==> config.mk <==
export PLATFORM = sky130hd
export DESIGN_NAME = sorted_list_insert_remove
export DESIGN_NICKNAME = d
export VERILOG_FILES = /design/src/rtl/slri_pkg.sv /design/src/rtl/sorted_list_insert_remove.sv /design/src/rtl/slri_datapath.sv /design/src/rtl/slri_ctrl.sv
export VERILOG_INCLUDE_DIRS = /design/src /design/src/rtl
export SDC_FILE = /design/constraint.sdc
export NUM_CORES = 2
export LEC_CHECK = 0
export ABC_AREA = 1
export BUFFER_PORTS_ARGS = -buffer_cell sky130_fd_sc_hd__buf_4
export CAP_MARGIN = 10
export CORE_AREA = 2 2 271 273
export CTS_CLUSTER_DIAMETER = 50
export CTS_CLUSTER_SIZE = 28
export DETAILED_ROUTE_END_ITERATION = 8
export DIE_AREA = 0 0 273 275
export GPL_TIMING_DRIVEN = 0
export HOLD_SLACK_MARGIN = 0.03
export PLACE_DENSITY = 0.76
export SYNTH_ARGS = -nofsm -noshare
export SYNTH_HDL_FRONTEND = slang
export SYNTH_SLANG_ARGS = --single-unit
==> constraint.sdc <==
create_clock -name clk -period 6.7 [get_ports clk]
set_input_delay 0 -clock clk [delete_from_list [all_inputs] [get_ports clk]]
set_output_delay 0 -clock clk [all_outputs]
set_load 0.05 [all_outputs]
==> src/rtl/sorted_list_insert_remove_assert.svh <==
// Assertion macros for the sorted list insert/remove block.
// Used by the RTL files that assert; no other dependencies.
`ifndef SORTED_LIST_INSERT_REMOVE_ASSERT_SVH
`define SORTED_LIST_INSERT_REMOVE_ASSERT_SVH

// same-cycle implication
`define SLRI_ASSERT_IMP(lbl, clk, rst_n, ant, con) \
    lbl: assert property (@(posedge clk) disable iff (!rst_n) (ant) |-> (con)) \
        else $error("slri assertion failed");

// next-cycle implication
`define SLRI_ASSERT_NXT(lbl, clk, rst_n, ant, con) \
    lbl: assert property (@(posedge clk) disable iff (!rst_n) (ant) |=> (con)) \
        else $error("slri assertion failed");

`endif

==> src/rtl/slri_pkg.sv <==
// Package for the sorted list insert/remove block: sizes, codes, FSM and
// controller/datapath interface types. No dependencies.
package slri_pkg;

    localparam int CAPACITY = 16;
    localparam int CNT_W    = $clog2(CAPACITY + 1);
    localparam int VAL_W    = 32;
    localparam int COUNT_W  = 5;

    localparam logic ACT_INSERT = 1'b0;
    localparam logic ACT_REMOVE = 1'b1;

    typedef enum logic {
        ST_IDLE,
        ST_EXEC
    } state_t;

    // controller -> datapath
    typedef struct packed {
        logic load;       // capture request fields
        logic do_insert;  // commit shifted-up row
        logic do_remove;  // commit shifted-down row
        logic report;     // emit result strobe
        logic success;
    } cmd_t;

    // datapath -> controller
    typedef struct packed {
        logic action;
        logic full;
        logic found;
    } status_t;

endpackage

==> src/rtl/sorted_list_insert_remove.sv <==
// Sorted list insert/remove: bounded ascending store of signed 32-bit values,
// duplicates allowed. A request (start while busy is low) inserts value
// (action 0) before the first stored value not smaller, or removes one
// occurrence of it (action 1). Busy is high for the cycle after the accept,
// while the row of compare/shift cells settles and commits; the next cycle
// carries done for exactly one cycle with success (0 on full store or value
// absent) and count, the number of values stored after the request. The
// receiver cannot stall the result; a new request may be accepted in the
// same cycle done is shown. Reset empties the store at once. Depends on
// slri_pkg, slri_ctrl, slri_datapath.
`include "sorted_list_insert_remove_assert.svh"

module sorted_list_insert_remove (
    input  logic                              clk,
    input  logic                              rst_n,
    input  logic                              start,
    output logic                              busy,
    input  logic                              action,
    input  logic signed [slri_pkg::VAL_W-1:0] value,
    output logic                              done,
    output logic                              success,
    output logic [slri_pkg::COUNT_W-1:0]      count
);

    slri_pkg::cmd_t    cmd;
    slri_pkg::status_t status;

    slri_ctrl u_ctrl (
        .clk    (clk),
        .rst_n  (rst_n),
        .start  (start),
        .busy   (busy),
        .status (status),
        .cmd    (cmd)
    );

    slri_datapath u_dp (
        .clk     (clk),
        .rst_n   (rst_n),
        .cmd     (cmd),
        .status  (status),
        .action  (action),
        .value   (value),
        .done    (done),
        .success (success),
        .count   (count)
    );

    `SLRI_ASSERT_NXT(a_accept_busy, clk, rst_n, start && !busy, busy)
    `SLRI_ASSERT_NXT(a_busy_done, clk, rst_n, busy, done && !busy)
    `SLRI_ASSERT_IMP(a_done_idle, clk, rst_n, done, !busy)

endmodule

==> src/rtl/slri_datapath.sv <==
// Datapath: row of compare/shift cells holding the sorted values, count and
// result registers. Depends on slri_pkg and the assertion macro header.
`include "sorted_list_insert_remove_assert.svh"

module slri_datapath (
    input  logic                             clk,
    input  logic                             rst_n,
    input  slri_pkg::cmd_t                   cmd,
    output slri_pkg::status_t                status,
    input  logic                             action,
    input  logic signed [slri_pkg::VAL_W-1:0] value,
    output logic                             done,
    output logic                             success,
    output logic [slri_pkg::COUNT_W-1:0]     count
);

    logic signed [slri_pkg::VAL_W-1:0] store_reg [slri_pkg::CAPACITY];
    logic [slri_pkg::CNT_W-1:0]        count_reg;
    logic [slri_pkg::CNT_W-1:0]        count_next;
    logic                              action_reg;
    logic signed [slri_pkg::VAL_W-1:0] value_reg;
    logic                              done_reg;
    logic                              success_reg;

    logic [slri_pkg::CAPACITY-1:0]     lt;
    logic [slri_pkg::CAPACITY-1:0]     hit;
    logic signed [slri_pkg::VAL_W-1:0] ins_val [slri_pkg::CAPACITY];
    logic signed [slri_pkg::VAL_W-1:0] rem_val [slri_pkg::CAPACITY];

    // each cell: valid and smaller than the request value -> stays put
    for (genvar g = 0; g < slri_pkg::CAPACITY; g++) begin : g_cell
        logic valid;
        logic eq;
        assign valid = slri_pkg::CNT_W'(g) < count_reg;
        assign lt[g] = valid && (store_reg[g] < value_reg);
        assign eq    = valid && (store_reg[g] == value_reg);
        if (g == 0) begin : g_first
            assign hit[g]     = eq && !lt[g];
            assign ins_val[g] = lt[g] ? store_reg[g] : value_reg;
        end
        else begin : g_rest
            // first cell not below the value is where it goes or is found
            assign hit[g]     = eq && !lt[g] && lt[g-1];
            assign ins_val[g] = lt[g]   ? store_reg[g] :
                                lt[g-1] ? value_reg    : store_reg[g-1];
        end
        if (g == slri_pkg::CAPACITY - 1) begin : g_last
            assign rem_val[g] = store_reg[g];
        end
        else begin : g_inner
            assign rem_val[g] = lt[g] ? store_reg[g] : store_reg[g+1];
        end
    end

    assign status.action = action_reg;
    assign status.full   = count_reg == slri_pkg::CNT_W'(slri_pkg::CAPACITY);
    assign status.found  = |hit;

    always_comb
    begin
        count_next = count_reg;
        if (cmd.do_insert)
        begin
            count_next = count_reg + 1'b1;
        end
        else if (cmd.do_remove)
        begin
            count_next = count_reg - 1'b1;
        end
    end

    always_ff @(posedge clk)
    begin
        if (cmd.load)
        begin
            action_reg <= action;
            value_reg  <= value;
        end
        if (cmd.report)
        begin
            success_reg <= cmd.success;
        end
        for (int i = 0; i < slri_pkg::CAPACITY; i++)
        begin
            if (cmd.do_insert)
            begin
                store_reg[i] <= ins_val[i];
            end
            else if (cmd.do_remove)
            begin
                store_reg[i] <= rem_val[i];
            end
        end
    end

    always_ff @(posedge clk or negedge rst_n)
    begin
        if (!rst_n)
        begin
            count_reg <= '0;
            done_reg  <= 1'b0;
        end
        else
        begin
            count_reg <= count_next;
            done_reg  <= cmd.report;
        end
    end

    assign done    = done_reg;
    assign success = success_reg;
    assign count   = slri_pkg::COUNT_W'(count_reg);

    `SLRI_ASSERT_IMP(a_ins_not_full, clk, rst_n, cmd.do_insert, !status.full)
    `SLRI_ASSERT_IMP(a_rem_not_empty, clk, rst_n, cmd.do_remove, count_reg != '0)
    `SLRI_ASSERT_IMP(a_count_bound, clk, rst_n, 1'b1,
        count_reg <= slri_pkg::CNT_W'(slri_pkg::CAPACITY))
    `SLRI_ASSERT_IMP(a_hit_onehot, clk, rst_n, 1'b1, $onehot0(hit))

endmodule

==> src/rtl/slri_ctrl.sv <==
// Controller FSM: accepts a request, then commits insert or remove and
// reports the result. Depends on slri_pkg.
module slri_ctrl (
    input  logic              clk,
    input  logic              rst_n,
    input  logic              start,
    output logic              busy,
    input  slri_pkg::status_t status,
    output slri_pkg::cmd_t    cmd
);

    slri_pkg::state_t state_reg;
    slri_pkg::state_t state_next;

    always_ff @(posedge clk or negedge rst_n)
    begin
        if (!rst_n)
        begin
            state_reg <= slri_pkg::ST_IDLE;
        end
        else
        begin
            state_reg <= state_next;
        end
    end

    always_comb
    begin
        state_next = state_reg;
        cmd        = '0;
        busy       = 1'b0;
        unique case (state_reg)
            slri_pkg::ST_IDLE:
            begin
                if (start)
                begin
                    cmd.load   = 1'b1;
                    state_next = slri_pkg::ST_EXEC;
                end
            end
            slri_pkg::ST_EXEC:
            begin
                busy          = 1'b1;
                cmd.do_insert = (status.action == slri_pkg::ACT_INSERT) && !status.full;
                cmd.do_remove = (status.action == slri_pkg::ACT_REMOVE) && status.found;
                cmd.report    = 1'b1;
                cmd.success   = cmd.do_insert || cmd.do_remove;
                state_next    = slri_pkg::ST_IDLE;
            end
            default:
            begin
                state_next = slri_pkg::ST_IDLE;
            end
        endcase
    end

endmodule
==> results.sh <==
export IMPL_status="finished, final reports clean"
export IMPL_drt_iter0_drc=3230
export IMPL_vias=36000
export IMPL_hold_viol=0
export IMPL_ir_drop_v=0.000239
export IMPL_grt_use_total_pct=32.3
export IMPL_coreArea_mm2=0.0723
export IMPL_pin_count=44
export IMPL_syn_to_final_growth_pct=13.1
export IMPL_rows=99
export IMPL_critPathArrivalTime_ps=6180
export IMPL_grt_max_degree=33
export IMPL_syn_nets=5711
export IMPL_dp_hpwl_mm=97.2
export IMPL_fill_cells=6368
export IMPL_yosysUniqueCellTypes=36
export IMPL_cpPeakStageDelay_ps=750
export IMPL_cts_clk_slew_worst_paths_ps=70
export IMPL_n_antenna_cell=0
export IMPL_rsz0062_at_grt="false"
export IMPL_h_tree_depth=3
export IMPL_dr_pass1_iters=6
export IMPL_whs_ps=68.7
export IMPL_crit_top_cell="nand2_1"
export IMPL_routed_wl_mm=121
export IMPL_dieArea_mm2=0.0751
export IMPL_synthFlopType="edfxtp_1"
export IMPL_root_buffer="clkbuf_16"
export IMPL_setup_viol=0
export IMPL_drc=0
export IMPL_slowest_stage="edfxtp_1"
export IMPL_ant_nets=0
export IMPL_antenna_found_initial=0
export IMPL_max_freq_mhz=171
export IMPL_largest_register_ffs=512
export IMPL_syn_cell_area_mm2=0.0407
export IMPL_portBuffers=43
export IMPL_synthArstFlopShare_pct=1.27
export IMPL_ys_seq_area_share_pct=40.7
export IMPL_cp_cell_sequence="inv_1 > clkbuf_2 > ha_1 > nand4_1 > nor3_1 > nand2_1 > nand2_1 > nand2_1 > nand3_1 > nand2_1 > nor2_2 > nand3_1 > nand3_1 > nor2_1 > nand2_1 > nand3_2 > buf_6 > buf_8 > buf_6 > a21oi_4 > buf_16"
export IMPL_timing_slew_headroom_pct=24.7
export IMPL_final_core_util_pct=63.6
export IMPL_die_w_um=273
export IMPL_gp_congestion=0.992
export IMPL_synth_seq_cells=553
export IMPL_synth_enable_flop_cells=546
export IMPL_grt_pass1_vias=35700
export IMPL_netlist_instances=5160
export IMPL_drive_gt1_share_pct=5.75
export IMPL_startpoint_type="flip-flop"
export IMPL_drv_cap=0
export IMPL_seq_area_mm2=0.0166
export IMPL_crit_type="flip-flop to flip-flop"
export IMPL_nNetsFinal=5900
export IMPL_min_period_ps=5840
export IMPL_grt_overflow=0
export IMPL_fp_dieH_um=275
export IMPL_post_drt_wl_per_cell_um=18.9
export IMPL_leakagePower_uw=0.0217
export IMPL_clock_path_buffers=3
export IMPL_hold_class="primary input to flip-flop"
export IMPL_synth_warnings=0
export IMPL_slew_viol_final=0
export IMPL_cts_tree="done"
export IMPL_cts_buffers=75
export IMPL_tightestPinTransition_ps=1130
export IMPL_cts_setup_buffers=0
export IMPL_multi_input_area_mm2=0.0207
export IMPL_crit_fanout=25
export IMPL_grt_pass1_wl_mm=188
export IMPL_start_util_pct=56.2
export IMPL_skew_ps=32.7
export IMPL_cts_resized=0
export IMPL_synth_area_per_cell_um2=7.88
export IMPL_insertion_delay_ps=650
export IMPL_fin_crit_sh_pct=87.2
export IMPL_routed_via_density=5.65
export IMPL_cts_sinks=553
export IMPL_crit_required_ps=7030
export IMPL_powerDensity_mw_per_mm2=370
export IMPL_end_kind="flip-flop"
==> critical path, delay by kind of cell (launching register included) <==
| family | cells | cell delay [ps] |
|---|---|---|
| AO/OA/AOI/OAI | 1 | 570 |
| buffers and inverters | 6 | 1480 |
| flip-flops | 1 | 750 |
| adder cells (fa/ha/maj) | 1 | 470 |
| AND/OR/NAND/NOR | 13 | 2200 |
==> report_power, final <==
group,leakage [µW],switching [µW],internal [µW]
clock,0.00121,1700,2400
combinational,0.0154,4750,2400
sequential,0.00515,572,5190
total,0.0217,7020,9990
==> placed cells by master (no fill, tap or decap), types with 66 or more instances in the layout <==
cell	n
inv_1	673
nand2_1	1532
nand3_1	66
clkbuf_16	78
clkbuf_1	171
a21oi_1	227
ha_1	515
nor2_1	166
edfxtp_1	546
o21ai_0	985
==> timing repair <==
item / 4_1_cts / 5_1_grt
hold endpoints to repair: 58 / 0
hold buffers: 36 / 0
endpoints found under the setup margin: 0 / 0
==> logic make-up (layout without fill, tap and decap cells) <==
| logic type | count (synthesis) | after routing | share of synthesized area, % |
|---|---|---|---|
| AO/OA/AOI/OAI | 1305 | 1305 | 16.4 |
| XOR/XNOR | 6 | 6 | 0.129 |
| buffers and inverters | 923 | 1173 | 8.93 |
| flip-flops | 553 | 553 | 40.7 |
| adder cells (fa/ha/maj) | 515 | 515 | 15.8 |
| AND/OR/NAND/NOR | 1858 | 1858 | 18.0 |
==> cells in the mapped netlist, drive strengths merged (10+ instances only) <==
cell | instances | share of area (%)
a21boi | 10 | 0.18
a21o | 11 | 0.20
a21oi | 234 | 2.9
buf | 70 | 1.1
clkbuf | 179 | 1.7
edfxtp | 546 | 40
ha | 515 | 16
inv | 674 | 6.2
nand2 | 1533 | 14
nand3 | 67 | 0.84
nand4 | 47 | 0.72
nor2 | 171 | 1.6
nor3 | 18 | 0.22
nor4 | 11 | 0.23
o21a | 27 | 0.50
o21ai | 1016 | 13
==> layer usage <==
metal | global-route usage, % | part of all wire (%)
met3 | 4.56 | 7.3
met4 | 16.6 | 5.5
met1 | 39.6 | 40
met5 | 0 | 0
met2 | 55.5 | 47
==> through the flow <==
step	area (µm²)	power [µW]	setup WS [ps]	setup TNS [ps]	cells
6_report	46000	17000	856	0	6369
5_1_grt	46000	18200	617	0	6369
4_1_cts	45800	16900	737	0	6360
3_5_place_dp	42900	12700	763	0	6186
3_3_place_gp	42200	12300	-1920	-646950	6162
2_1_floorplan	40700	10500	896	0	5160
==> area by class of cell <==
class | instances | share of cell area [%]
Multi-Input combinational cell | 3684 | 44.9
Sequential cell | 553 | 36.0
Inverter | 674 | 5.50
Clock buffer | 86 | 4.31
Timing Repair Buffer | 112 | 3.00
Tap cell | 959 | 2.61
Buffer | 249 | 2.44
Clock inverter | 52 | 1.19
==> final timing paths <==
kind,from,endpoint,slack (ps),depth (start not counted)
max,u_dp.value_reg[14],u_dp.store_reg[1][27],860,21
min,value[22],u_dp.value_reg[22],70,2
max reg2reg,u_dp.value_reg[14],u_dp.store_reg[1][27],860,21
min reg2reg,u_dp.store_reg[14][14],u_dp.store_reg[15][14],620,2
max in group asynchronous,rst_n,u_dp.done,5710,3
min in group asynchronous,rst_n,u_dp.count[2],500,3
Note: power is estimated with default switching activity, not from simulation.
